$ cat config.mk
export PLATFORM = sky130hd
export DESIGN_NAME = kab_ctrl
export DESIGN_NICKNAME = d
export VERILOG_FILES = /design/src/rtl/core/kab_pkg.sv /design/src/rtl/core/kab_ctrl.sv
export SDC_FILE = /design/constraint.sdc
export NUM_CORES = 1
export LEC_CHECK = 0
export ABC_AREA = 0
export CELL_PAD_IN_SITES_DETAIL_PLACEMENT = 0
export CELL_PAD_IN_SITES_GLOBAL_PLACEMENT = 1
export CORE_UTILIZATION = 26
export DETAILED_ROUTE_END_ITERATION = 10
export DONT_BUFFER_PORTS = 1
export PLACE_DENSITY_LB_ADDON = 0.25
export SLEW_MARGIN = 5
export SYNTH_ARGS = -nofsm -noshare
export SYNTH_HDL_FRONTEND = slang
export SYNTH_SLANG_ARGS = --single-unit
$ cat constraint.sdc
create_clock -name clk -period 3 [get_ports clk]
set_input_delay 0.3 -clock clk [delete_from_list [all_inputs] [get_ports clk]]
set_output_delay 0.3 -clock clk [all_outputs]
set_load 0.03 [all_outputs]
$ cat src/rtl/core/kab_pkg.sv
// Package for the angle and gyro bias filter: widths, defaults, codes and shared types.
`timescale 1ns / 1ps
`default_nettype none
package kab_pkg;

	// Field widths
	localparam int DATA_WIDTH_DEF = 32;
	localparam int MEAS_W  = 25;
	localparam int GYRO_W  = 28;
	localparam int DT_W    = 24;
	localparam int NOISE_W = 24;
	localparam int OUT_W   = 26;
	localparam int FRAC_W  = 24;
	localparam int GAIN_W  = 32;
	localparam int CFG_IDX_W = 2;

	// Register indexes
	localparam logic [CFG_IDX_W-1:0] CFG_ANGLE_NOISE = 2'd0;
	localparam logic [CFG_IDX_W-1:0] CFG_BIAS_NOISE  = 2'd1;
	localparam logic [CFG_IDX_W-1:0] CFG_MEAS_NOISE  = 2'd2;

	// Register defaults (Q0.24)
	localparam logic [NOISE_W-1:0] ANGLE_NOISE_RST = 24'd16777;
	localparam logic [NOISE_W-1:0] BIAS_NOISE_RST  = 24'd50332;
	localparam logic [NOISE_W-1:0] MEAS_NOISE_RST  = 24'd503316;

	// Output limit of +-360 degrees in Q10.16
	localparam logic signed [OUT_W-1:0] OUT_MAX = 26'sd23592960;
	// Largest gain magnitude
	localparam logic [GAIN_W-2:0] GAIN_MAX = '1;

	typedef enum logic [3:0] {
		ST_IDLE,
		ST_RATE,
		ST_MSTART,
		ST_MWAIT,
		ST_SUM,
		ST_DSTART,
		ST_DWAIT,
		ST_EMIT
	} ctrl_state_t;

	// Products of one filter step, in the order they are formed
	typedef enum logic [3:0] {
		MS_ANGLE_PRED,
		MS_T,
		MS_P00_PRED,
		MS_P11_PRED,
		MS_ANGLE_COR,
		MS_BIAS_COR,
		MS_P00_COR,
		MS_P01_COR,
		MS_P10_COR,
		MS_P11_COR
	} mul_step_t;

	typedef struct packed {
		logic      load;
		logic      rate;
		logic      mul_start;
		logic      mul_wb;
		logic      sum;
		logic      div_start;
		logic      div_wb;
		logic      div_sel;
		logic      emit;
		mul_step_t step;
	} dp_cmd_t;

	typedef struct packed {
		logic mul_done;
		logic div_done;
		logic s_invalid;
		logic out_free;
	} dp_status_t;

	function automatic mul_step_t next_step(input mul_step_t s);
		mul_step_t n;
		unique case (s)
			MS_ANGLE_PRED: n = MS_T;
			MS_T:          n = MS_P00_PRED;
			MS_P00_PRED:   n = MS_P11_PRED;
			MS_P11_PRED:   n = MS_ANGLE_COR;
			MS_ANGLE_COR:  n = MS_BIAS_COR;
			MS_BIAS_COR:   n = MS_P00_COR;
			MS_P00_COR:    n = MS_P01_COR;
			MS_P01_COR:    n = MS_P10_COR;
			MS_P10_COR:    n = MS_P11_COR;
			MS_P11_COR:    n = MS_ANGLE_PRED;
			default:       n = MS_ANGLE_PRED;
		endcase
		return n;
	endfunction

endpackage
`default_nettype wire

$ cat src/rtl/core/kab_ctrl.sv
// Filter sequencer: steps prediction, gain division and correction over the shared units.
`timescale 1ns / 1ps
`default_nettype none
module kab_ctrl (
	input  wire logic                clk,
	input  wire logic                arst_n,
	input  wire logic                in_valid,
	output logic                     in_ready,
	input  wire kab_pkg::dp_status_t status,
	output kab_pkg::dp_cmd_t         cmd
);
	import kab_pkg::*;

	ctrl_state_t state_q, state_d;
	mul_step_t   step_q, step_d;
	logic        sel_q, sel_d;

	always_ff @(posedge clk or negedge arst_n) begin
		if (!arst_n) begin
			state_q <= ST_IDLE;
			step_q  <= MS_ANGLE_PRED;
			sel_q   <= 1'b0;
		end else begin
			state_q <= state_d;
			step_q  <= step_d;
			sel_q   <= sel_d;
		end
	end

	always_comb begin
		state_d = state_q;
		step_d  = step_q;
		sel_d   = sel_q;
		cmd     = '0;
		cmd.step    = step_q;
		cmd.div_sel = sel_q;
		in_ready    = 1'b0;
		unique case (state_q)
			ST_IDLE: begin
				in_ready = 1'b1;
				if (in_valid) begin
					cmd.load = 1'b1;
					state_d  = ST_RATE;
				end
			end
			ST_RATE: begin
				cmd.rate = 1'b1;
				step_d   = MS_ANGLE_PRED;
				state_d  = ST_MSTART;
			end
			ST_MSTART: begin
				cmd.mul_start = 1'b1;
				state_d       = ST_MWAIT;
			end
			ST_MWAIT: begin
				if (status.mul_done) begin
					cmd.mul_wb = 1'b1;
					step_d     = next_step(step_q);
					if (step_q == MS_P11_PRED)
						state_d = ST_SUM;
					else if (step_q == MS_P11_COR)
						state_d = ST_EMIT;
					else
						state_d = ST_MSTART;
				end
			end
			ST_SUM: begin
				cmd.sum = 1'b1;
				sel_d   = 1'b0;
				state_d = status.s_invalid ? ST_EMIT : ST_DSTART;
			end
			ST_DSTART: begin
				cmd.div_start = 1'b1;
				state_d       = ST_DWAIT;
			end
			ST_DWAIT: begin
				if (status.div_done) begin
					cmd.div_wb = 1'b1;
					if (sel_q) begin
						state_d = ST_MSTART;
					end else begin
						sel_d   = 1'b1;
						state_d = ST_DSTART;
					end
				end
			end
			ST_EMIT: begin
				if (status.out_free) begin
					cmd.emit = 1'b1;
					state_d  = ST_IDLE;
				end
			end
			default: state_d = ST_IDLE;
		endcase
	end
endmodule
`default_nettype wire
* Yosys cells after proc, flatten, opt, wreduce, memory -nomap -nowiden
Memories as Yosys holds them, arrays and structs flattened.
Cells that the tools add are included.
** Word-level totals
- Register bits after elaboration :: 9
- Bits in latches :: 0
- Bits in writable memories :: 0
- Bits in read-only memories :: 64
- Bits of input ports :: 7
- Output and inout port bits :: 14
- Word-level logic and storage cells :: 49
- Memories kept :: 1
** Memories
- (name not given) :: words 16, bits a word 4, rd ports 1, clocked after Yosys merged registers in 0, wr ports 0, RTL line kab_pkg.sv:79 : unique case (s)
** Operators by class
- Add/subtract/negate cells :: 0
- Multipliers :: 0
- Divide/modulo/power cells :: 0
- Order comparisons :: 0
- Eq/ne operators :: 13
- Shift operators :: 0
- Mux-type cells :: 26
- Bitwise gates (word level) :: 0
- Reduce and logical (&&, ||, !) cells :: 6
** Operators with widths (number)
- $pmux W4 S8 :: 1
- $mux W4 :: 6
- $eq A4 B3 Y1 const B :: 4
- $mux W1 :: 14
- $eq A4 B2 Y1 const B :: 3
- $ne A2 B2 Y1 const B :: 4
- $pmux W4 S2 :: 1
- $mux W3 :: 2
- $eq A4 B1 Y1 const B :: 1
- $eq A4 B4 Y1 const B :: 1
- $logic_not A4 Y1 :: 1
- $reduce_and A2 Y1 :: 2
- $reduce_and A4 Y1 :: 1
- $reduce_bool A2 Y1 :: 2
- $mux W2 :: 1
- $pmux W1 S2 :: 1

* Logic depth before layout (Yosys ltp)
- Word-level depth :: 5
- Mapped depth :: 5
- Mapped depth without buffers :: 5

* Worst setup path before layout
Ideal clock, no wire load.
- Path type :: reg2out
- Start :: register state_q[0]
- End :: output port cmd[12] in the netlist's numbering
- Arrival :: 1628 ps
- Required time :: 2700 ps
- Path slack :: 1072 ps
- Cell stages (with the launch flop) :: 4
- Path buffers :: 1
- Cell sequence :: dfrtp_1 buf_6 nor3_1 and2_1
** RTL lines
- start: declaration :: RTL line kab_ctrl.sv:14 : ctrl_state_t state_q, state_d;
- start signal: assignment :: RTL line kab_ctrl.sv:24 : state_q <= state_d;
- end: declaration :: RTL line kab_ctrl.sv:10 : output kab_pkg::dp_cmd_t cmd

==> summary.txt <==
Run status
  – Status: completed

Layout
  – Nets: 83
  – Area growth, synth to finish: 7.13%
  – Fillers: 268
  – Number of inserted diodes: 0
  – Share of layout cells above drive strength 1: 15.7%

GRT
  – Initial antenna violation count: 0
  – Global route total overflow: 0
  – All-Layer GR Usage: 12.7%
  – Largest net degree at the start of global routing: 18
  – Vias in the first global route: 521
  – First-pass GRT wire length: 2440 um

Routing
  – Vias post-DR: 521
  – Wire per inst: 14.7 um
  – Residual DRC: 0
  – Routed WL: 1440 um
  – Drt via density: 5.32
  – 1st-iter DRT viols: 8
  – DRT Pass-1 Iters: 4
  – Final ANT Viol Nets: 0

Min path
  – Hold-critical path depth: 2
  – HP Class: in2reg

Floorplanning
  – Die width: 51.3 um
  – Chip height: 51.3 um
  – # rows: 17
  – # IOs: 21
  – Core Area: 2250 um2
  – Starting Density: 28.0%
  – Die Area: 2630 um2

STA
  – Final Max Tran Viols: 0
  – Total negative setup slack: 0 ns
  – Clock Skew: 0.00480 ns
  – Worst slew margin: 39.0%
  – Final setup vio count: 0
  – Tcrit/Tclk final: 65.4%
  – Fmax: 510 MHz
  – Worst slew pin tran: 0.909 ns
  – RSZ-0062 raised after global routing: false
  – Minimum clock period: 1.96 ns
  – Final hold vios: 0

Logic synthesis
  – #FFs+latches synth: 8
  – Synth Instances: 69
  – Synth warnings: 0
  – Sequential area share after synthesis: 31.7%
  – Syn Nets: 80
  – Mapped Area: 632 um2
  – Synth unique cells: 36
  – Mean cell area of the mapped netlist: 9.16 um2

Power and ir drop
  – Switching share of total power: 54.6%
  – P_leak: 0.283 nW
  – Gate power share: 47.0%
  – Clock group share of total power: 10.6%
  – Pwr Density: 1100 nW/um2
  – Part of the power in registers: 42.4%
  – Worst vdd ir: 365 uV
  – Internal power: 0.337 mW
  – NetSw: 0.406 mW
  – Total power: 0.743 mW

Flow run
  – Max-Cap Viols: 0

Critical path
  – Critical path peak fanout: 12
  – Crit. End Element: output port
  – Crit path kind: reg2out
  – R2R cell count: 5
  – Type of origin of the critical path: flop
  – Critical path required time: 2.70 ns
  – CP Data Arrival Time: 1.66 ns

Clock tree
  – Post CTS Setup Buffer Count: 0
  – CTS tree: built
  – Clock sink count: 8
  – CTS Buf Count: 3
  – H-tree Lvls: 1
  – Reg clk slew, reported paths: 0.05 ns
  – CTS Buffer Depth: 2
  – Clk_lat worst skew: 0.25 ns
  – Root Driver: clkbuf_4

Place
  – Buffers on Ports: 0
  – Final Wtd Congestion: 0.668
  – DP HPWL: 1080 um
critical path: stages, from the launching register on:
cell	delay (ns)
dfrtp_1	0.59
inv_2	0.11
nor3_1	0.71
through the flow:
stage | hold WS [ns] | worst slack (ns) | instances | cell area (um2) | utilization, %
2_1_floorplan | 0.00441 | 1.07 | 69 | 632 | -
3_3_place_gp | 0.00470 | 1.34 | 94 | 644 | 28.6
3_5_place_dp | 0.00470 | 1.31 | 94 | 644 | 28.6
4_1_cts | 0.268 | 1.03 | 98 | 677 | 30.0
5_1_grt | 0.298 | 0.908 | 98 | 677 | 30.0
6_report | 0.278 | 1.04 | 98 | 677 | 30.0
final cells by class:
class / count / area (um2) / area share [%]
clock buffer: 3 / 22.5 / 3.33
inverter: 6 / 22.5 / 3.33
tap: 28 / 35.0 / 5.18
timing repair buffer: 4 / 32.5 / 4.81
sequential: 8 / 200 / 29.6
multi-input combinational: 49 / 364 / 53.8
flip-flops by register name (all words and copies together), names as in the netlist:
register,flops
sel_q,1
state_q,3
step_q,4
cells in the mapped netlist:
cell type	instances	area, um2
o21ai_1	1	5.00
o31ai_1	1	7.51
nor4b_2	1	15.0
a311oi_1	2	17.5
dfrtp_1	8	200
inv_2	1	3.75
o21ai_0	2	10.0
nor3b_1	2	15.0
a21boi_0	1	7.51
o22ai_1	1	6.26
a21o_1	1	7.51
inv_1	5	18.8
nor2_1	5	18.8
a21oi_1	1	5.00
o32ai_1	1	8.76
mux2_2	1	11.3
o21a_1	1	7.51
nor4_1	1	6.26
a211oi_2	1	12.5
a2111oi_0	1	8.76
a22o_1	1	8.76
nand2_1	6	22.5
nor3_1	3	15.0
o311ai_1	1	8.76
buf_2	3	15.0
ha_1	4	50.1
and2_1	2	12.5
buf_6	2	22.5
o211ai_1	1	7.51
buf_4	1	7.51
nand4b_1	1	8.76
and4b_1	1	10.0
nand3b_4	1	20.0
a31oi_1	2	12.5
o221a_1	1	11.3
nand2b_1	1	6.26
power by group through the flow:
| stage | logic, mW | clock network (mW) | registers, mW |
|---|---|---|---|
| 6_report | 0.349 | 0.0790 | 0.314 |
| 5_1_grt | 0.391 | 0.0905 | 0.331 |
| 4_1_cts | 0.352 | 0.0857 | 0.314 |
| 3_5_place_dp | 0.347 | 0 | 0.316 |
| 3_3_place_gp | 0.352 | 0 | 0.315 |
| 2_1_floorplan | 0.389 | 0 | 0.229 |
worst paths after layout:
kind | start | endpoint | slack [ns]
setup / recovery | state_q[0] | cmd[11] | 1.04
hold / removal | status[2] | sel_q | 0.28
setup reg to reg | step_q[1] | step_q[0] | 1.47
hold reg to reg | state_q[2] | state_q[2] | 0.79
max in group asynchronous | arst_n | sel_q | 2.31
min in group asynchronous | arst_n | step_q[2] | 0.41
routing by layer:
layer  track usage [%]  share of wire [%]  vias to the layer above
li1                  -                  -                      260
met1              16.6                 50                      242
met2              18.6                 41                       17
met3              6.55                8.7                        2
met4              2.70               0.28                        0
met5                 0                  0                        -
cells in the final DEF, fill, tap and decap left out, drive strengths merged, types with 2 or more instances in the layout:
| master | Yosys | routed |
|---|---|---|
| a311oi | 2 | 2 |
| o21ai | 3 | 3 |
| nand2 | 6 | 6 |
| buf | 6 | 3 |
| ha | 4 | 4 |
| nor3 | 3 | 3 |
| nor3b | 2 | 2 |
| nor2 | 5 | 5 |
| inv | 6 | 6 |
| a31oi | 2 | 2 |
| clkbuf | 0 | 3 |
| dfrtp | 8 | 8 |
| and2 | 2 | 2 |
repair_timing:
item / in CTS / in global routing
gates resized for setup: 0 / 0
endpoints found under the hold margin: 8 / 0
hold buffers: 1 / 0
cells by family after synthesis:
| family | share of synthesized area, % |
|---|---|
| fa+ha+maj | 7.92 |
| mux | 1.78 |
| buf+inv | 10.7 |
| simple gates | 23.8 |
| compound gates | 24.2 |
| flops | 31.7 |
No activity file was read; power rests on OpenSTA's default activity.
